### src/hw/rtl/rnp_pkg.sv
// ============================================================================
// rnp_pkg - shared types and constants of the ringtone note parser
// Character codes, header defaults, the controller/datapath command and
// status bundles and the note letter decode.
// ============================================================================
package rnp_pkg;

  // divider and arithmetic widths
  localparam int unsigned DIV_W     = 16;
  localparam int unsigned DIV_CNT_W = $clog2(DIV_W);

  // ms per minute, the dividend of the tempo division
  localparam logic [DIV_W-1:0] MS_PER_MIN = 16'd60000;

  // header defaults
  localparam logic [7:0] DEF_LENGTH = 8'd4;
  localparam logic [2:0] DEF_OCTAVE = 3'd6;
  localparam logic [7:0] DEF_BPM    = 8'd63;

  // register map (register index taken from the address)
  localparam logic REG_OCTAVE_SHIFT = 1'b0;

  // character codes
  localparam logic [7:0] CH_COLON = 8'h3A;
  localparam logic [7:0] CH_COMMA = 8'h2C;
  localparam logic [7:0] CH_SHARP = 8'h23;
  localparam logic [7:0] CH_DOT   = 8'h2E;
  localparam logic [7:0] CH_0     = 8'h30;
  localparam logic [7:0] CH_3     = 8'h33;
  localparam logic [7:0] CH_7     = 8'h37;
  localparam logic [7:0] CH_9     = 8'h39;
  localparam logic [7:0] CH_A     = 8'h61;
  localparam logic [7:0] CH_B     = 8'h62;
  localparam logic [7:0] CH_C     = 8'h63;
  localparam logic [7:0] CH_D     = 8'h64;
  localparam logic [7:0] CH_E     = 8'h65;
  localparam logic [7:0] CH_F     = 8'h66;
  localparam logic [7:0] CH_G     = 8'h67;
  localparam logic [7:0] CH_O     = 8'h6F;

  // commands from the controller to the datapath
  typedef struct packed {
    logic load_in;      // latch the accepted request
    logic acc_clr;      // clear the digit accumulator
    logic acc_add;      // accumulate one decimal digit
    logic set_dlen;     // default length from the accumulator
    logic set_doct;     // default octave from the byte
    logic set_bpm;      // tempo from the accumulator
    logic whole_zero;   // zero tempo: whole note 0, tempo error
    logic div_start;    // launch the shared divider
    logic div_note;     // 1: note duration, 0: whole note time
    logic dur_zero;     // zero divisor: duration 0, note error
    logic set_semi;     // semitone from the note letter
    logic semi_inc;     // sharp
    logic dur_dot;      // dotted extension
    logic oct_digit;    // note octave from the byte
    logic oct_def;      // note octave from the default
    logic ld_out;       // capture a result into the output register
    logic use_def_oct;  // result takes the default octave
    logic rel_out;      // present the output register
    logic rel_last;     // last-note flag for the presented result
    logic restart;      // back to the start-of-string state
  } rnp_cmd_t;

  // status from the datapath to the controller
  typedef struct packed {
    logic is_digit;
    logic is_colon;
    logic is_d;
    logic is_o;
    logic is_b;
    logic is_comma;
    logic is_sharp;
    logic is_dot;
    logic oct_ok;
    logic acc_zero;
    logic div_zero;
    logic bpm_zero;
    logic end_flag;
    logic out_busy;
    logic div_done;
  } rnp_stat_t;

  // note letter to semitone, 0 for a rest or an unknown letter
  function automatic logic [3:0] letter_semitone(input logic [7:0] c);
    logic [3:0] s;
    case (c)
      CH_C:    s = 4'd1;
      CH_D:    s = 4'd3;
      CH_E:    s = 4'd5;
      CH_F:    s = 4'd6;
      CH_G:    s = 4'd8;
      CH_A:    s = 4'd10;
      CH_B:    s = 4'd12;
      default: s = 4'd0;
    endcase
    return s;
  endfunction

endpackage

### src/hw/rtl/rnp_div.sv
// ============================================================================
// rnp_div - shared iterative divider
// Restoring unsigned division, one quotient bit per cycle. Operands are
// latched at start; done pulses as the last step is registered.
// ============================================================================
module rnp_div (
  input  logic                         clk_i,
  input  logic                         rst_ni,
  input  logic                         start_i,
  input  logic [rnp_pkg::DIV_W-1:0]    dividend_i,
  input  logic [rnp_pkg::DIV_W-1:0]    divisor_i,
  output logic                         done_o,
  output logic [rnp_pkg::DIV_W-1:0]    quotient_o
);

  localparam int unsigned W  = rnp_pkg::DIV_W;
  localparam int unsigned CW = rnp_pkg::DIV_CNT_W;

  logic          busy_q, busy_d;
  logic          done_q, done_d;
  logic [CW-1:0] cnt_q, cnt_d;
  logic [W-1:0]  rem_q, rem_d;
  logic [W-1:0]  quo_q, quo_d;
  logic [W-1:0]  dvs_q, dvs_d;
  logic [W+1:0]  trial;

  // one restoring step
  always_comb begin
    trial  = {1'b0, rem_q, quo_q[W-1]} - {2'b00, dvs_q};
    busy_d = busy_q;
    done_d = 1'b0;
    cnt_d  = cnt_q;
    rem_d  = rem_q;
    quo_d  = quo_q;
    dvs_d  = dvs_q;
    if (start_i) begin
      busy_d = 1'b1;
      cnt_d  = '0;
      rem_d  = '0;
      quo_d  = dividend_i;
      dvs_d  = divisor_i;
    end else if (busy_q) begin
      rem_d = trial[W+1] ? {rem_q[W-2:0], quo_q[W-1]} : trial[W-1:0];
      quo_d = {quo_q[W-2:0], ~trial[W+1]};
      cnt_d = cnt_q + 1'b1;
      if (cnt_q == CW'(W-1)) begin
        busy_d = 1'b0;
        done_d = 1'b1;
      end
    end
  end

  // control state
  always_ff @(posedge clk_i or negedge rst_ni) begin
    if (!rst_ni) begin
      busy_q <= 1'b0;
      done_q <= 1'b0;
      cnt_q  <= '0;
    end else begin
      busy_q <= busy_d;
      done_q <= done_d;
      cnt_q  <= cnt_d;
    end
  end

  // operands and partial results
  always_ff @(posedge clk_i) begin
    rem_q <= rem_d;
    quo_q <= quo_d;
    dvs_q <= dvs_d;
  end

  assign done_o     = done_q;
  assign quotient_o = quo_q;

endmodule

### src/hw/rtl/rnp_dpath.sv
// ============================================================================
// rnp_dpath - ringtone parser datapath
// Holds the byte being parsed, the header defaults, the note under
// construction and the output register, and owns the shared divider.
// ============================================================================
module rnp_dpath (
  input  logic               clk_i,
  input  logic               rst_ni,
  input  rnp_pkg::rnp_cmd_t  cmd_i,
  output rnp_pkg::rnp_stat_t stat_o,
  input  logic [7:0]         char_byte_i,
  input  logic               end_of_string_i,
  input  logic [7:0]         octave_shift_i,
  input  logic               out_ready_i,
  output logic               out_valid_o,
  output logic [5:0]         pitch_index_o,
  output logic               pitch_valid_o,
  output logic               is_rest_o,
  output logic [15:0]        duration_ms_o,
  output logic               div_error_o,
  output logic               last_note_o
);

  // latched request
  logic [7:0]  char_q, char_d;
  logic        end_q, end_d;
  // parse state
  logic [15:0] acc_q, acc_d;
  logic [7:0]  dlen_q, dlen_d;
  logic [2:0]  doct_q, doct_d;
  logic [7:0]  bpm_q, bpm_d;
  logic [15:0] whole_q, whole_d;
  logic [3:0]  semi_q, semi_d;
  logic [15:0] dur_q, dur_d;
  logic [7:0]  oct_q, oct_d;
  logic        bpm_err_q, bpm_err_d;
  logic        note_err_q, note_err_d;
  logic        div_op_q, div_op_d;
  // output register
  logic        ovld_q, ovld_d;
  logic        olast_q, olast_d;
  logic [5:0]  opitch_q;
  logic        opval_q;
  logic        orest_q;
  logic [15:0] odur_q;
  logic        oerr_q;

  logic        is_digit;
  logic [3:0]  digit;
  logic [15:0] note_div;
  logic [15:0] dividend;
  logic [15:0] divisor;
  logic        div_done;
  logic [15:0] quotient;
  logic [7:0]  oct_sel;
  logic signed [12:0] oct_off;
  logic signed [12:0] idx_s;
  logic        in_rng;
  logic        rest;

  // byte classification
  assign is_digit = (char_q >= rnp_pkg::CH_0) && (char_q <= rnp_pkg::CH_9);
  assign digit    = char_q[3:0];
  assign note_div = (acc_q != 16'd0) ? acc_q : {8'd0, dlen_q};

  always_comb begin
    stat_o.is_digit = is_digit;
    stat_o.is_colon = (char_q == rnp_pkg::CH_COLON);
    stat_o.is_d     = (char_q == rnp_pkg::CH_D);
    stat_o.is_o     = (char_q == rnp_pkg::CH_O);
    stat_o.is_b     = (char_q == rnp_pkg::CH_B);
    stat_o.is_comma = (char_q == rnp_pkg::CH_COMMA);
    stat_o.is_sharp = (char_q == rnp_pkg::CH_SHARP);
    stat_o.is_dot   = (char_q == rnp_pkg::CH_DOT);
    stat_o.oct_ok   = (char_q >= rnp_pkg::CH_3) && (char_q <= rnp_pkg::CH_7);
    stat_o.acc_zero = (acc_q == 16'd0);
    stat_o.div_zero = (note_div == 16'd0);
    stat_o.bpm_zero = (bpm_q == 8'd0);
    stat_o.end_flag = end_q;
    stat_o.out_busy = ovld_q;
    stat_o.div_done = div_done;
  end

  // shared divider: tempo division or note duration
  assign dividend = cmd_i.div_note ? whole_q : rnp_pkg::MS_PER_MIN;
  assign divisor  = cmd_i.div_note ? note_div : {8'd0, bpm_q};

  rnp_div u_div (
    .clk_i      (clk_i),
    .rst_ni     (rst_ni),
    .start_i    (cmd_i.div_start),
    .dividend_i (dividend),
    .divisor_i  (divisor),
    .done_o     (div_done),
    .quotient_o (quotient)
  );

  // pitch index of the note in hand
  always_comb begin
    oct_sel = cmd_i.use_def_oct ? ({5'd0, doct_q} + octave_shift_i) : oct_q;
    oct_off = $signed({5'd0, oct_sel}) - 13'sd4;
    idx_s   = (oct_off <<< 3) + (oct_off <<< 2) + $signed({9'd0, semi_q});
    in_rng  = (idx_s >= 13'sd1) && (idx_s <= 13'sd48);
    rest    = (semi_q == 4'd0);
  end

  // next parse state
  always_comb begin
    char_d     = char_q;
    end_d      = end_q;
    acc_d      = acc_q;
    dlen_d     = dlen_q;
    doct_d     = doct_q;
    bpm_d      = bpm_q;
    whole_d    = whole_q;
    semi_d     = semi_q;
    dur_d      = dur_q;
    oct_d      = oct_q;
    bpm_err_d  = bpm_err_q;
    note_err_d = note_err_q;
    div_op_d   = div_op_q;
    if (cmd_i.load_in) begin
      char_d = char_byte_i;
      end_d  = end_of_string_i;
    end
    if (cmd_i.acc_clr) acc_d = 16'd0;
    if (cmd_i.acc_add) acc_d = (acc_q << 3) + (acc_q << 1) + {12'd0, digit};
    if (cmd_i.set_dlen) dlen_d = acc_q[7:0];
    if (cmd_i.set_doct) doct_d = char_q[2:0];
    if (cmd_i.set_bpm) bpm_d = acc_q[7:0];
    if (cmd_i.whole_zero) begin
      whole_d   = 16'd0;
      bpm_err_d = 1'b1;
    end
    if (cmd_i.div_start) div_op_d = cmd_i.div_note;
    if (div_done) begin
      if (div_op_q) begin
        dur_d      = quotient;
        note_err_d = 1'b0;
      end else begin
        whole_d   = {quotient[13:0], 2'b00};
        bpm_err_d = 1'b0;
      end
    end
    if (cmd_i.dur_zero) begin
      dur_d      = 16'd0;
      note_err_d = 1'b1;
    end
    if (cmd_i.set_semi) semi_d = rnp_pkg::letter_semitone(char_q);
    if (cmd_i.semi_inc) semi_d = semi_q + 4'd1;
    if (cmd_i.dur_dot) dur_d = dur_q + (dur_q >> 1);
    if (cmd_i.oct_digit) oct_d = {4'd0, digit} + octave_shift_i;
    if (cmd_i.oct_def) oct_d = {5'd0, doct_q} + octave_shift_i;
    if (cmd_i.restart) begin
      acc_d      = 16'd0;
      dlen_d     = rnp_pkg::DEF_LENGTH;
      doct_d     = rnp_pkg::DEF_OCTAVE;
      bpm_d      = rnp_pkg::DEF_BPM;
      whole_d    = 16'd0;
      semi_d     = 4'd0;
      dur_d      = 16'd0;
      oct_d      = 8'd0;
      bpm_err_d  = 1'b0;
      note_err_d = 1'b0;
    end
  end

  // output handshake
  always_comb begin
    ovld_d  = ovld_q;
    olast_d = olast_q;
    if (ovld_q && out_ready_i) ovld_d = 1'b0;
    if (cmd_i.rel_out) begin
      ovld_d  = 1'b1;
      olast_d = cmd_i.rel_last;
    end
  end

  // parse state registers
  always_ff @(posedge clk_i or negedge rst_ni) begin
    if (!rst_ni) begin
      acc_q      <= 16'd0;
      dlen_q     <= rnp_pkg::DEF_LENGTH;
      doct_q     <= rnp_pkg::DEF_OCTAVE;
      bpm_q      <= rnp_pkg::DEF_BPM;
      whole_q    <= 16'd0;
      semi_q     <= 4'd0;
      dur_q      <= 16'd0;
      oct_q      <= 8'd0;
      bpm_err_q  <= 1'b0;
      note_err_q <= 1'b0;
      div_op_q   <= 1'b0;
      ovld_q     <= 1'b0;
      olast_q    <= 1'b0;
    end else begin
      acc_q      <= acc_d;
      dlen_q     <= dlen_d;
      doct_q     <= doct_d;
      bpm_q      <= bpm_d;
      whole_q    <= whole_d;
      semi_q     <= semi_d;
      dur_q      <= dur_d;
      oct_q      <= oct_d;
      bpm_err_q  <= bpm_err_d;
      note_err_q <= note_err_d;
      div_op_q   <= div_op_d;
      ovld_q     <= ovld_d;
      olast_q    <= olast_d;
    end
  end

  // request and result payload
  always_ff @(posedge clk_i) begin
    char_q <= char_d;
    end_q  <= end_d;
    if (cmd_i.ld_out) begin
      opitch_q <= (!rest && in_rng) ? idx_s[5:0] : 6'd0;
      opval_q  <= rest || in_rng;
      orest_q  <= rest;
      odur_q   <= dur_q;
      oerr_q   <= bpm_err_q || note_err_q;
    end
  end

  assign out_valid_o   = ovld_q;
  assign pitch_index_o = opitch_q;
  assign pitch_valid_o = opval_q;
  assign is_rest_o     = orest_q;
  assign duration_ms_o = odur_q;
  assign div_error_o   = oerr_q;
  assign last_note_o   = olast_q;

endmodule

### src/hw/rtl/rnp_ctrl.sv
// ============================================================================
// rnp_ctrl - ringtone parser controller
// Walks each byte's parse phases, one per cycle outside divider and output
// waits, starts the divider where a division is due, sequences result releases.
// ============================================================================
module rnp_ctrl (
  input  logic               clk_i,
  input  logic               rst_ni,
  input  logic               in_valid_i,
  output logic               in_ready_o,
  input  rnp_pkg::rnp_stat_t stat_i,
  output rnp_pkg::rnp_cmd_t  cmd_o
);

  // parse phases
  localparam logic [3:0] PH_NAME   = 4'd0;
  localparam logic [3:0] PH_DCHK   = 4'd1;
  localparam logic [3:0] PH_DEQ    = 4'd2;
  localparam logic [3:0] PH_DNUM   = 4'd3;
  localparam logic [3:0] PH_OCHK   = 4'd4;
  localparam logic [3:0] PH_OEQ    = 4'd5;
  localparam logic [3:0] PH_OVAL   = 4'd6;
  localparam logic [3:0] PH_OCOMMA = 4'd7;
  localparam logic [3:0] PH_BCHK   = 4'd8;
  localparam logic [3:0] PH_BEQ    = 4'd9;
  localparam logic [3:0] PH_BNUM   = 4'd10;
  localparam logic [3:0] PH_NDUR   = 4'd11;
  localparam logic [3:0] PH_NSHARP = 4'd12;
  localparam logic [3:0] PH_NDOT   = 4'd13;
  localparam logic [3:0] PH_NOCT   = 4'd14;
  localparam logic [3:0] PH_NCOMMA = 4'd15;

  // sequencer states
  localparam logic [2:0] S_IDLE = 3'd0;
  localparam logic [2:0] S_STEP = 3'd1;
  localparam logic [2:0] S_FORM = 3'd2;
  localparam logic [2:0] S_DIV  = 3'd3;
  localparam logic [2:0] S_FIN  = 3'd4;
  localparam logic [2:0] S_ENDW = 3'd5;

  logic [2:0] seq_q, seq_d;
  logic [3:0] phase_q, phase_d;
  logic       cons_q, cons_d;     // byte consumed once the division is done
  logic       staged_q, staged_d; // a result waits in the output register
  logic       end_emit;

  assign in_ready_o = (seq_q == S_IDLE);
  assign end_emit   = stat_i.end_flag && (phase_q >= PH_NSHARP);

  always_comb begin
    cmd_o    = '0;
    seq_d    = seq_q;
    phase_d  = phase_q;
    cons_d   = cons_q;
    staged_d = staged_q;
    unique case (seq_q)
      // wait for a request
      S_IDLE: begin
        if (in_valid_i) begin
          cmd_o.load_in = 1'b1;
          seq_d         = S_STEP;
        end
      end
      // one parse phase
      S_STEP: begin
        seq_d = S_FIN;
        unique case (phase_q)
          PH_NAME: begin
            if (stat_i.is_colon) phase_d = PH_DCHK;
          end
          PH_DCHK: begin
            if (stat_i.is_d) phase_d = PH_DEQ;
            else begin
              phase_d = PH_OCHK;
              seq_d   = S_STEP;
            end
          end
          PH_DEQ: begin
            phase_d       = PH_DNUM;
            cmd_o.acc_clr = 1'b1;
          end
          PH_DNUM: begin
            if (stat_i.is_digit) cmd_o.acc_add = 1'b1;
            else begin
              cmd_o.set_dlen = !stat_i.acc_zero;
              phase_d        = PH_OCHK;
            end
          end
          PH_OCHK: begin
            if (stat_i.is_o) phase_d = PH_OEQ;
            else begin
              phase_d = PH_BCHK;
              seq_d   = S_STEP;
            end
          end
          PH_OEQ: phase_d = PH_OVAL;
          PH_OVAL: begin
            cmd_o.set_doct = stat_i.oct_ok;
            phase_d        = PH_OCOMMA;
          end
          PH_OCOMMA: phase_d = PH_BCHK;
          PH_BCHK: begin
            if (stat_i.is_b) phase_d = PH_BEQ;
            else begin
              cons_d = 1'b0;
              seq_d  = S_FORM;
            end
          end
          PH_BEQ: begin
            phase_d       = PH_BNUM;
            cmd_o.acc_clr = 1'b1;
          end
          PH_BNUM: begin
            if (stat_i.is_digit) cmd_o.acc_add = 1'b1;
            else begin
              cmd_o.set_bpm = 1'b1;
              cons_d        = 1'b1;
              seq_d         = S_FORM;
            end
          end
          PH_NDUR: begin
            if (stat_i.is_digit) cmd_o.acc_add = 1'b1;
            else begin
              cmd_o.set_semi = 1'b1;
              phase_d        = PH_NSHARP;
              cons_d         = 1'b1;
              if (stat_i.div_zero) cmd_o.dur_zero = 1'b1;
              else begin
                cmd_o.div_start = 1'b1;
                cmd_o.div_note  = 1'b1;
                seq_d           = S_DIV;
              end
            end
          end
          PH_NSHARP: begin
            phase_d = PH_NDOT;
            if (stat_i.is_sharp) cmd_o.semi_inc = 1'b1;
            else seq_d = S_STEP;
          end
          PH_NDOT: begin
            phase_d = PH_NOCT;
            if (stat_i.is_dot) cmd_o.dur_dot = 1'b1;
            else seq_d = S_STEP;
          end
          PH_NOCT: begin
            phase_d = PH_NCOMMA;
            if (stat_i.is_digit) cmd_o.oct_digit = 1'b1;
            else begin
              cmd_o.oct_def = 1'b1;
              seq_d         = S_STEP;
            end
          end
          PH_NCOMMA: begin
            // the finished note waits until the output register is free
            if (stat_i.out_busy) seq_d = S_STEP;
            else begin
              cmd_o.ld_out  = 1'b1;
              staged_d      = 1'b1;
              phase_d       = PH_NDUR;
              cmd_o.acc_clr = 1'b1;
              if (!stat_i.is_comma) seq_d = S_STEP;
            end
          end
          default: phase_d = PH_NAME;
        endcase
      end
      // whole note time from the tempo, then start the notes
      S_FORM: begin
        phase_d       = PH_NDUR;
        cmd_o.acc_clr = 1'b1;
        if (stat_i.bpm_zero) begin
          cmd_o.whole_zero = 1'b1;
          seq_d            = cons_q ? S_FIN : S_STEP;
        end else begin
          cmd_o.div_start = 1'b1;
          seq_d           = S_DIV;
        end
      end
      // wait for the divider
      S_DIV: begin
        if (stat_i.div_done) seq_d = cons_q ? S_FIN : S_STEP;
      end
      // byte consumed: release results, handle end of string
      S_FIN: begin
        seq_d = S_IDLE;
        if (staged_q) begin
          cmd_o.rel_out  = 1'b1;
          cmd_o.rel_last = stat_i.end_flag && !end_emit;
          staged_d       = 1'b0;
        end
        if (end_emit) seq_d = S_ENDW;
        else if (stat_i.end_flag) begin
          cmd_o.restart = 1'b1;
          phase_d       = PH_NAME;
        end
      end
      // note cut short by the end of the string
      S_ENDW: begin
        if (!stat_i.out_busy) begin
          cmd_o.ld_out      = 1'b1;
          cmd_o.use_def_oct = (phase_q != PH_NCOMMA);
          cmd_o.rel_out     = 1'b1;
          cmd_o.rel_last    = 1'b1;
          cmd_o.restart     = 1'b1;
          phase_d           = PH_NAME;
          seq_d             = S_IDLE;
        end
      end
      default: seq_d = S_IDLE;
    endcase
  end

  always_ff @(posedge clk_i or negedge rst_ni) begin
    if (!rst_ni) begin
      seq_q    <= S_IDLE;
      phase_q  <= PH_NAME;
      cons_q   <= 1'b0;
      staged_q <= 1'b0;
    end else begin
      seq_q    <= seq_d;
      phase_q  <= phase_d;
      cons_q   <= cons_d;
      staged_q <= staged_d;
    end
  end

  // a result never overwrites one still waiting at the output
  a_load_free: assert property (@(posedge clk_i) disable iff (!rst_ni)
    cmd_o.ld_out |-> !stat_i.out_busy)
    else $error("result loaded over a pending one");

  // a released result shows on the output next cycle
  a_release: assert property (@(posedge clk_i) disable iff (!rst_ni)
    cmd_o.rel_out |=> stat_i.out_busy)
    else $error("released result not presented");

  // a staged note never outlives its byte
  a_staged: assert property (@(posedge clk_i) disable iff (!rst_ni)
    staged_q |-> (seq_q == S_STEP || seq_q == S_DIV || seq_q == S_FIN))
    else $error("staged result outside byte processing");

  // the divider only finishes while the controller waits for it
  a_div_done: assert property (@(posedge clk_i) disable iff (!rst_ni)
    stat_i.div_done |-> (seq_q == S_DIV))
    else $error("divider finished outside the wait state");

endmodule

### src/hw/rtl/rtttl_note_parser_unit.sv
// ============================================================================
// rtttl_note_parser_unit - ringtone string parser, top level
// Byte-wise parser of ringtone strings: header defaults, tempo and one
// result per note, with an APB-style port for the octave shift register.
// ============================================================================
// One request carries one byte of the string. It is taken when the block is
// idle and holds the block while the byte passes through its parse phases;
// forming the tempo adds a step of its own. Where a byte closes the tempo
// header or a note's duration field, the byte also waits for the shared
// divider. A note letter that directly follows the header runs the divider
// twice. A result waits in the output register while the next byte is taken;
// a byte that emits a result while one is still pending there stalls until
// it has been taken. A byte gives at most two results. No clearing pass
// follows reset.
module rtttl_note_parser_unit (
  input  logic        clk_i,
  input  logic        rst_ni,
  // request channel
  input  logic        in_valid_i,
  output logic        in_ready_o,
  input  logic [7:0]  char_byte_i,
  input  logic        end_of_string_i,
  // result channel
  output logic        out_valid_o,
  input  logic        out_ready_i,
  output logic [5:0]  pitch_index_o,
  output logic        pitch_valid_o,
  output logic        is_rest_o,
  output logic [15:0] duration_ms_o,
  output logic        div_error_o,
  output logic        last_note_o,
  // register port
  input  logic        psel,
  input  logic        penable,
  input  logic        pwrite,
  input  logic [2:0]  paddr,
  input  logic [31:0] pwdata,
  output logic [31:0] prdata,
  output logic        pready
);

  rnp_pkg::rnp_cmd_t  cmd;
  rnp_pkg::rnp_stat_t stat;
  logic [7:0]         oct_shift_q;
  logic               sel_shift;

  // octave shift register
  assign pready    = 1'b1;
  assign sel_shift = (paddr[2] == rnp_pkg::REG_OCTAVE_SHIFT);
  assign prdata    = sel_shift ? {24'd0, oct_shift_q} : 32'd0;

  always_ff @(posedge clk_i or negedge rst_ni) begin
    if (!rst_ni) begin
      oct_shift_q <= 8'd0;
    end else if (psel && penable && pwrite && pready && sel_shift) begin
      oct_shift_q <= pwdata[7:0];
    end
  end

  rnp_ctrl u_ctrl (
    .clk_i      (clk_i),
    .rst_ni     (rst_ni),
    .in_valid_i (in_valid_i),
    .in_ready_o (in_ready_o),
    .stat_i     (stat),
    .cmd_o      (cmd)
  );

  rnp_dpath u_dpath (
    .clk_i           (clk_i),
    .rst_ni          (rst_ni),
    .cmd_i           (cmd),
    .stat_o          (stat),
    .char_byte_i     (char_byte_i),
    .end_of_string_i (end_of_string_i),
    .octave_shift_i  (oct_shift_q),
    .out_ready_i     (out_ready_i),
    .out_valid_o     (out_valid_o),
    .pitch_index_o   (pitch_index_o),
    .pitch_valid_o   (pitch_valid_o),
    .is_rest_o       (is_rest_o),
    .duration_ms_o   (duration_ms_o),
    .div_error_o     (div_error_o),
    .last_note_o     (last_note_o)
  );

endmodule
### config.mk
export PLATFORM = sky130hd
export DESIGN_NAME = rtttl_note_parser_unit
export DESIGN_NICKNAME = d
export VERILOG_FILES = /design/src/hw/rtl/rnp_pkg.sv /design/src/hw/rtl/rnp_div.sv /design/src/hw/rtl/rnp_dpath.sv /design/src/hw/rtl/rnp_ctrl.sv /design/src/hw/rtl/rtttl_note_parser_unit.sv
export SDC_FILE = /design/constraint.sdc
export NUM_CORES = 1
export LEC_CHECK = 0
export BUFFER_PORTS_ARGS = -buffer_cell sky130_fd_sc_hd__buf_2
export CAP_MARGIN = 10
export CORE_MARGIN = 5
export CORE_UTILIZATION = 25
export DETAILED_ROUTE_END_ITERATION = 10
export PLACE_DENSITY = 0.52
export SETUP_SLACK_MARGIN = 0.15
export SLEW_MARGIN = 20
export SYNTH_ARGS = -nofsm -noshare
export SYNTH_HDL_FRONTEND = slang
export SYNTH_HIERARCHICAL = 1
export SYNTH_SLANG_ARGS = --single-unit
### constraint.sdc
create_clock -name clk_i -period 5.2 [get_ports clk_i]
set_input_delay 0.26 -clock clk_i [delete_from_list [all_inputs] [get_ports clk_i]]
set_output_delay 0.26 -clock clk_i [all_outputs]
set_load 0.05 [all_outputs]
==> results of run 1 <==
==> cell families after synthesis <==
family	after synthesis	synth area share (%)
other	2	0.0605
buffers and inverters	143	5.51
adder cells (fa/ha/maj)	93	9.86
AO/OA/AOI/OAI	338	18.5
flip-flops	189	40.2
AND/OR/NAND/NOR	395	17.0
XOR/XNOR	51	3.60
multiplexers	60	5.24
==> final cells by class <==
type                       count  area, um^2
fill                        5170       34900
multi-input combinational    962        6900
clock inverter                14         150
sequential                   189        4990
timing repair buffer          99         621
inverter                      56         210
tap                          664         831
clock buffer                  18         439
==> Yosys cell counts (all sizes together), types with 11 or more instances <==
| cell type | count | share of area, % |
|---|---|---|
| dfrtp | 98 | 20 |
| o31ai | 11 | 0.67 |
| nor3b | 11 | 0.76 |
| buf | 55 | 2.8 |
| mux2i | 29 | 2.3 |
| xor2 | 30 | 2.1 |
| edfxtp | 66 | 16 |
| nand2 | 79 | 2.4 |
| a22o | 24 | 1.7 |
| dfxtp | 16 | 2.6 |
| ha | 85 | 8.6 |
| a211oi | 16 | 1.0 |
| mux2 | 31 | 2.9 |
| clkbuf | 32 | 0.98 |
| nand3 | 19 | 0.81 |
| o211ai | 15 | 0.95 |
| a31oi | 15 | 0.76 |
| inv | 56 | 1.7 |
| a21o | 21 | 1.3 |
| o21ai | 68 | 2.7 |
| nand2b | 29 | 1.5 |
| nor2b | 15 | 0.78 |
| nor4 | 20 | 1.1 |
| nor2 | 89 | 2.7 |
| xnor2 | 21 | 1.5 |
| and2 | 32 | 1.6 |
| nor3 | 37 | 1.5 |
| a21oi | 82 | 3.3 |
==> layer usage <==
metal  global-route usage (%)  vias up  part of all wire [%]
met5                        0        -                     0
met4                     2.55        0                  0.93
met3                     2.06       19                   4.1
met2                     18.4      193                    47
met1                     15.5     4669                    48
li1                         -     4743                     -
==> final timing paths <==
kind / from / end / slack, ns / cells after the start
max in group asynchronous: rst_ni / u_dpath/acc_q[9]$_DFFE_PN0P_ / 3.58 / 3
min reg2reg: u_dpath/whole_q[0]$_DFF_PN0_ / u_dpath/whole_q[0]$_DFF_PN0_ / 0.48 / 1
max: u_dpath/out_valid_o$_DFFE_PN0P_ / u_dpath/pitch_index_o[1]$_SDFFCE_PN0P_ / 0.56 / 16
min: pwdata[3] / oct_shift_q[3]$_DFFE_PN0P_ / 0.04 / 2
max reg2reg: u_dpath/out_valid_o$_DFFE_PN0P_ / u_dpath/pitch_index_o[1]$_SDFFCE_PN0P_ / 0.56 / 16
min in group asynchronous: rst_ni / oct_shift_q[3]$_DFFE_PN0P_ / 0.47 / 2
==> layout by cell type (no fill, tap or decap), types with 7 or more instances in the layout <==
master and count:
dfrtp_1 98, nor2_1 88, ha_1 85, a21oi_1 80, nand2_1 79, edfxtp_1 66, o21ai_0 65, buf_2 59
inv_1 55, nor3_1 35, buf_4 30, and2_1 30, xor2_1 30, nand2b_1 29, mux2i_1 29, mux2_2 28
conb_1 25, a22o_1 24, xnor2_1 21, a21o_1 21, nand3_1 18, clkbuf_16 17, dfxtp_1 16, nor4_1 15
a31oi_1 15, a211oi_1 15, nor2b_1 14, o211ai_1 14, o31ai_1 11, dlygate4sd3_1 10, nand4_1 10, nor3b_1 10
and3_1 9, dfstp_2 9, and2b_2 8, a22oi_1 8, a211o_1 8, fa_1 8, a221oi_1 7, o21a_1 7
==> sequential cells by signal (all words and copies together) (netlist names), 3 cells and up <==
register,count
u_dpath/dlen_q,8
oct_shift_q,8
u_dpath/duration_ms_o,16
u_dpath/bpm_q,8
u_dpath/semi_q,4
u_dpath/acc_q,16
u_dpath/doct_q,3
u_dpath/char_q,8
u_dpath/pitch_index_o,6
u_ctrl/seq_q,3
u_dpath/u_div/rem_q,16
u_dpath/oct_q,8
u_dpath/u_div/cnt_q,4
u_dpath/u_div/dvs_q,16
u_dpath/dur_q,16
u_dpath/u_div/quotient_o,16
u_ctrl/phase_q,4
u_dpath/whole_q,16
==> report_power, final <==
part	switching, W	leakage, nW	total (W)	internal [W]
Combinational	0.00295	3.61	0.00507	0.00211
Clock	0.000658	0.289	0.00131	0.000655
Sequential	0.000332	2.17	0.00238	0.00205
Total	0.00394	6.06	0.00876	0.00482
==> per-stage QoR <==
| stage | total power (W) | utilization (%) |
|---|---|---|
| after floorplan | 0.00631 | - |
| after global placement | 0.00738 | 27.4 |
| after detailed placement | 0.00743 | 27.4 |
| after CTS | 0.00882 | 28.8 |
| after global routing | 0.00953 | 28.8 |
| final | 0.00876 | 28.8 |
==> critical path: cells and delay by family, from the launching register on <==
family                     cells  cell delay (ns)
adders and majority gates      2             0.68
xor gates and xnor gates       1             0.19
buffers and inverters          1             0.22
DFF                            1             0.38
and+or+nand+nor                8             2.22
AOI/OAI and AO/OA              4             0.80
==> impl_metrics.ini, run 1 <==
[outcome]
status = finished clean

[sta]
max_freq_mhz = 215
setup_ws_ns = 0.556
period_share_pct = 89.3
slew_viol_final = 0
rsz0062_at_grt = no
fin_setup_tns_ns = 0
period_minus_slack_ns = 4.64
worst_pin_slew_ns = 0.983
whs_ns = 0.0407
slew_headroom_pct = 33.9
fin_skew_ns = 0.0187
hold_viol_final = 0
report.final.setup_viol = 0

[route]
drt_iter0_markers = 553
drc = 0
drt_pre_antenna_iters = 5
vias = 9624
viasPerCell = 4.81
avgRoutedWirePerCell_um = 15.0
final_antenna_net_count = 0
drt_wl_total_um = 30100

[synth]
async_flop_share_pct = 56.6
syn_inst = 1271
synth_ff_type = dfrtp_1
syn_area_per_cell_um2 = 9.77
synthesis.area_um2 = 12400
synth-seq-area-share_pct = 40.2
ys_seq_elements = 189
synth-warning-count = 6
synth_edf_count = 66
synth_cell_types = 94

[floorplanning]
dieArea_um2 = 54200
fp.dieH_um = 233
start_util_pct = 25.3
die_w_um = 233
num_rows = 81
core_um2 = 49100
io_pins = 112

[cts]
hold_buffers = 10
cts.path.max_buffers = 2
post_cts_buffers = 0
clk-insertion-delay-late_ns = 0.46
clkTransAtPathRegs_ns = 0.08
cts_buffers = 17
htreeDepth = 4
cts-resized-gates = 0
cts_root_buffer = clkbuf_16
clock_sinks = 189
cts_tree = built

[final_layout]
fin_area_um2 = 14100
layout.nets = 1469
antennaDiodeCount = 0
finalNonFillerCells = 2002
area_growth_pct = 13.9
drive_gt1_share_pct = 15.1

[place]
placed_area_um2 = 13400
preCtsSetupSlack_ns = 0.557
dpl.cell_count = 1960
dp.final_hpwl_um = 21800
port-buffer-count = 60
gp_congestion = 0.852

[critical_path]
critPathSlowestCell = or4_1
critPathLaunchType = flip-flop
critical-path-max-stage-delay_ns = 0.58
path_class = reg -> reg
cp_cell_sequence = nand2b_1, nor3_1, inv_1, or4_1, and3_1, nand3_1, nor3_1, xor2_1, ha_1, ha_1, a221oi_1, o221ai_1, a211oi_1, o211ai_1, or3_4, nor3_1
end_kind = flip-flop
crit_path_max_fanout = 6
cp.required_ns = 5.49
cp.arrival_ns = 4.93
cpMostUsedCell = nor3_1

[global_route]
antenna_found_initial = 0
grt_max_degree = 65
first_global_vias = 9529
grt_util_all_layers_pct = 11.2
grt.overflow.total = 0
grt_pass1_wl_um = 50100

[power]
vdd_drop_max_mv = 0.649
p_leak_nw = 6.06
power_per_cell_area_nw_per_um2 = 619

[job]
maxCapViolations = 0

[min_path]
hold_path.class = in -> reg
Power figures use the tool's default switching activity.
==> inputs of run 2 (changes only) <==
GPL_TIMING_DRIVEN = 0   (was unset)
==> run 2 against run 1 <==
  * Critical path depth increased by 2
  * Hold slack worse by 0.0065 ns
  * Highest routed layer unchanged
  * Critical endpoint unchanged
  * Routed wire length up 4.2%
  * First-iteration DRC count up 15%
  * Critical path type unchanged
  * Fmax up 0.59%
==> impl_metrics.ini, run 2 (synthesized netlist as in run 1, its figures left out) <==
[cts]
clkTransAtPathRegs_ns = 0.07
htreeDepth = 4
clock_sinks = 189
cts_root_buffer = clkbuf_16
cts_buffers = 17
cts_tree = built
post_cts_buffers = 0
clk-insertion-delay-late_ns = 0.46
cts.path.max_buffers = 2

[global_route]
grt.overflow.total = 0
antenna_found_initial = 0
first_global_vias = 9759
grt_max_degree = 67
grt_pass1_wl_um = 52100
grt_util_all_layers_pct = 11.8

[floorplanning]
io_pins = 112
dieArea_um2 = 54200
start_util_pct = 25.3
num_rows = 81
fp.dieH_um = 233
die_w_um = 233
core_um2 = 49100

[final_layout]
final_common_cell = dfrtp_1
layout_common_cells = 98 x dfrtp_1, 88 x nor2_1, 85 x ha_1, 81 x a21oi_1, 78 x nand2_1
antennaDiodeCount = 0
area_growth_pct = 16.4
layout.nets = 1531
drive_gt1_share_pct = 15.9
fillerInstances = 5190

[sta]
worst_pin_slew_ns = 0.983
period_minus_slack_ns = 4.62
period_share_pct = 88.8
rsz0062_at_grt = no
report.final.setup_viol = 0
slew_headroom_pct = 34.0
hold_viol_final = 0
setup_ws_ns = 0.583
fin_setup_tns_ns = 0
slew_viol_final = 0
max_freq_mhz = 217
fin_skew_ns = 0.0164

[critical_path]
end_kind = flip-flop
crit_path_max_fanout = 10
cp.arrival_ns = 4.91
cp.required_ns = 5.50
critPathLaunchType = flip-flop
path_class = reg -> reg

[outcome]
status = finished clean

[place]
gp_congestion = 0.848
dp.final_hpwl_um = 23600
preCtsSetupSlack_ns = -0.0703
port-buffer-count = 60

[min_path]
hold_path.class = in -> reg

[power]
p_leak_nw = 6.25
power_per_cell_area_nw_per_um2 = 614
vdd_drop_max_mv = 0.412

[route]
drc = 0
final_antenna_net_count = 0
drt_iter0_markers = 636
vias = 9811
drt_pre_antenna_iters = 5
drt_wl_total_um = 31300
viasPerCell = 4.75
avgRoutedWirePerCell_um = 15.2

[job]
maxCapViolations = 0
## run 2: layout make-up
type	count	area, um^2	share of cell area (%)
multi-input cells	962	6880	47.6
flip-flops and latches	189	4990	34.5
well taps	664	831	5.75
repair buffers	75	479	3.32
plain buffers	86	473	3.27
clock buffers	20	437	3.02
inverters	56	210	1.45
clock inverters	12	153	1.06
## run 2: per-stage QoR
step	hold slack, ns	power (W)	cells	utilization, %	area, um^2
floorplan	-0.0356	0.00631	1294	-	12500
global placement	0.437	0.00741	2018	27.8	13600
detailed placement	0.343	0.00748	2023	28.0	13700
CTS	0.00444	0.00890	2065	29.4	14400
global route	0.0179	0.00970	2064	29.5	14500
finish	0.0342	0.00887	2064	29.5	14500
## run 2: worst paths after layout
path                                               startpoint                                     end  cells after the start  slack, ns
worst max-delay path            u_ctrl/phase_q[3]$_DFFE_PN0P_  u_dpath/pitch_index_o[1]$_SDFFCE_PN0P_                     18       0.58
worst min-delay path                                pwdata[6]              oct_shift_q[6]$_DFFE_PN0P_                      2       0.03
worst max register to register  u_ctrl/phase_q[3]$_DFFE_PN0P_  u_dpath/pitch_index_o[1]$_SDFFCE_PN0P_                     18       0.58
worst min register to register   u_dpath/whole_q[0]$_DFF_PN0_            u_dpath/whole_q[0]$_DFF_PN0_                      1       0.49
max in group asynchronous                              rst_ni            u_dpath/bpm_q[5]$_DFFE_PN1P_                      3       4.07
min in group asynchronous                              rst_ni              oct_shift_q[4]$_DFFE_PN0P_                      2       0.40
## run 2: layer usage
layer	vias up	global-route usage (%)	wire, um
li1	4865	-	-
met4	0	3.49	587
met1	4730	16.0	15000
met5	-	0	0
met2	180	19.0	14500
met3	36	2.46	1230
## run 2: power breakdown
part | total (W) | switching, W | internal [W]
clock | 0.00136 | 0.000631 | 0.000725
combinational | 0.00513 | 0.00298 | 0.00215
sequential | 0.00238 | 0.000337 | 0.00205
total | 0.00887 | 0.00395 | 0.00492
## run 2: critical path: stages, from the launching register on
cell	delay, ns
dfrtp_1	0.39
buf_2	0.19
nand2_1	0.23
nor2_2	0.10
nor3_4	0.20
inv_1	0.16
or4_1	0.56
and3_1	0.21
nand3_1	0.12
nor3_1	0.07
xor2_1	0.18
ha_1	0.32
ha_1	0.37
a221oi_1	0.27
o221ai_1	0.19
a211oi_1	0.20
o211ai_1	0.14
or3_4	0.41
nor3_1	0.14
## run 2: repair_timing
| item | 4_1_cts | 5_1_grt |
|---|---|---|
| resized for setup | 2 | 9 |
| hold buffers | 10 | 0 |
| endpoints found under the setup margin | 7 | 7 |
| cloned | 0 | 0 |
| endpoints found under the hold margin | 74 | 0 |
==> inputs of run 3 (changes only) <==
BUFFER_PORTS_ARGS = unset   (was -buffer_cell sky130_fd_sc_hd__buf_2)
DONT_BUFFER_PORTS = 1   (was unset)
PLACE_DENSITY = 0.5   (was 0.52)
==> run 3 against run 2 <==
  * Setup slack worse by 0.15 ns
  * Via count down 1.5%
  * Global-route usage down 0.054 points
==> impl_metrics.ini, run 3 (synthesized netlist as in run 1, its figures left out) <==
[route]
drt_pre_antenna_iters = 5
final_antenna_net_count = 0
drt_wl_total_um = 31600
viasPerCell = 4.80
avgRoutedWirePerCell_um = 15.7
drc = 0
drt_iter0_markers = 651
vias = 9667

[place]
preCtsSetupSlack_ns = -0.364
port-buffer-count = 0
gp_congestion = 0.875
dp.final_hpwl_um = 23600
placed_area_um2 = 13400

[critical_path]
cp.arrival_ns = 5.04
critPathSlowestCell = or4_1
cp.required_ns = 5.47
end_kind = flip-flop
crit_path_max_fanout = 10
path_class = reg -> reg
cp_cell_sequence = buf_4, nand2b_4, nor3_4, inv_1, or4_1, and3_1, nand3_1, nor3_1, xor2_1, ha_1, ha_1, a221oi_1, o221ai_1, a211oi_1, o211ai_1, or3_4, nor3_1
critPathLaunchType = flip-flop
critical-path-max-stage-delay_ns = 0.56

[cts]
cts_buffers = 17
clock_sinks = 189
cts.path.max_buffers = 2
cts_root_buffer = clkbuf_16
cts_tree = built
htreeDepth = 4
clk-insertion-delay-late_ns = 0.45
clkTransAtPathRegs_ns = 0.07

[job]
maxCapViolations = 0

[final_layout]
area_growth_pct = 14.6
drive_gt1_share_pct = 12.3
layout.nets = 1483
fin_area_um2 = 14200
layout_common_cells = 96 x dfrtp_1, 88 x nor2_1, 85 x ha_1, 81 x a21oi_1, 78 x nand2_1
final_common_cell = dfrtp_1
final_util_pct = 29.0
antennaDiodeCount = 0

[sta]
max_freq_mhz = 210
rsz0062_at_grt = no
report.final.setup_viol = 0
period_minus_slack_ns = 4.76
slew_headroom_pct = 24.0
fin_skew_ns = 0.0105
hold_viol_final = 0
setup_ws_ns = 0.438
period_share_pct = 91.6
worst_pin_slew_ns = 1.13
slew_viol_final = 0
fin_setup_tns_ns = 0

[global_route]
first_global_vias = 9603
grt_max_degree = 108
grt_pass1_wl_um = 51800
grt.overflow.total = 0
antenna_found_initial = 0
grt_util_all_layers_pct = 11.8

[power]
vdd_drop_max_mv = 0.483
power_per_cell_area_nw_per_um2 = 622
p_leak_nw = 6.03
p_total_w = 0.00886

[floorplanning]
io_pins = 112
dieArea_um2 = 54200
core_um2 = 49100
num_rows = 81
start_util_pct = 25.3
die_w_um = 233
fp.dieH_um = 233

[min_path]
hold_path.class = in -> reg

[outcome]
status = finished clean
## run 3: worst paths after layout
kind / startpoint / endpoint / slack [ns] / cells past startpoint
hold reg to reg: u_dpath/whole_q[0]$_DFF_PN0_ / u_dpath/whole_q[0]$_DFF_PN0_ / 0.48 / 1
min in group asynchronous: rst_ni / u_dpath/last_note_o$_DFFE_PN0P_ / 0.44 / 2
setup / recovery: u_dpath/out_valid_o$_DFFE_PN0P_ / u_dpath/pitch_index_o[5]$_SDFFCE_PN0P_ / 0.44 / 17
setup reg to reg: u_dpath/out_valid_o$_DFFE_PN0P_ / u_dpath/pitch_index_o[5]$_SDFFCE_PN0P_ / 0.44 / 17
hold / removal: penable / oct_shift_q[2]$_DFFE_PN0P_ / 0.13 / 2
max in group asynchronous: rst_ni / u_dpath/acc_q[11]$_DFFE_PN0P_ / 4.29 / 2
## run 3: area by class of cell
type | instances | area, um^2
Buffer | 86 | 473
Fill cell | 5160 | 34800
Timing Repair Buffer | 27 | 274
Tap cell | 664 | 831
Inverter | 56 | 210
Sequential cell | 189 | 4990
Clock inverter | 14 | 141
Multi-Input combinational cell | 962 | 6880
Clock buffer | 18 | 429
## run 3: through the flow
| stage | hold slack [ns] | std cells |
|---|---|---|
| 2_1_floorplan | -0.0356 | 1294 |
| 3_3_place_gp | -0.0326 | 1958 |
| 3_5_place_dp | -0.0316 | 1964 |
| 4_1_cts | 0.104 | 2016 |
| 5_1_grt | 0.116 | 2016 |
| 6_report | 0.134 | 2016 |
## run 3: per-layer routing
layer / track usage [%] / vias up / share of wire [%]
met5: 0 / - / 0
met4: 3.80 / 0 / 2.3
met3: 2.22 / 43 / 4.2
met2: 18.6 / 215 / 45
met1: 16.3 / 4635 / 48
li1: - / 4774 / -
## run 3: worst max-delay path, delay by kind of cell, from the launching register on
family	cells	cell delay, ns
and+or+nand+nor	8	1.97
AOI/OAI and AO/OA	4	0.82
adders and majority gates	2	0.70
DFF	1	0.52
buffers and inverters	2	0.40
xor gates and xnor gates	1	0.19
## run 3: power by group
part / internal (W) / switching [W]
Combinational: 0.00215 / 0.00291
Clock: 0.000709 / 0.000601
Sequential: 0.00205 / 0.000432
## run 3: timing repair
action / 4_1_cts / 5_1_grt
resized for setup: 8 / 3
hold endpoints to repair: 125 / 0
setup buffers: 0 / 1
setup endpoints to repair: 7 / 7
hold buffers: 20 / 0
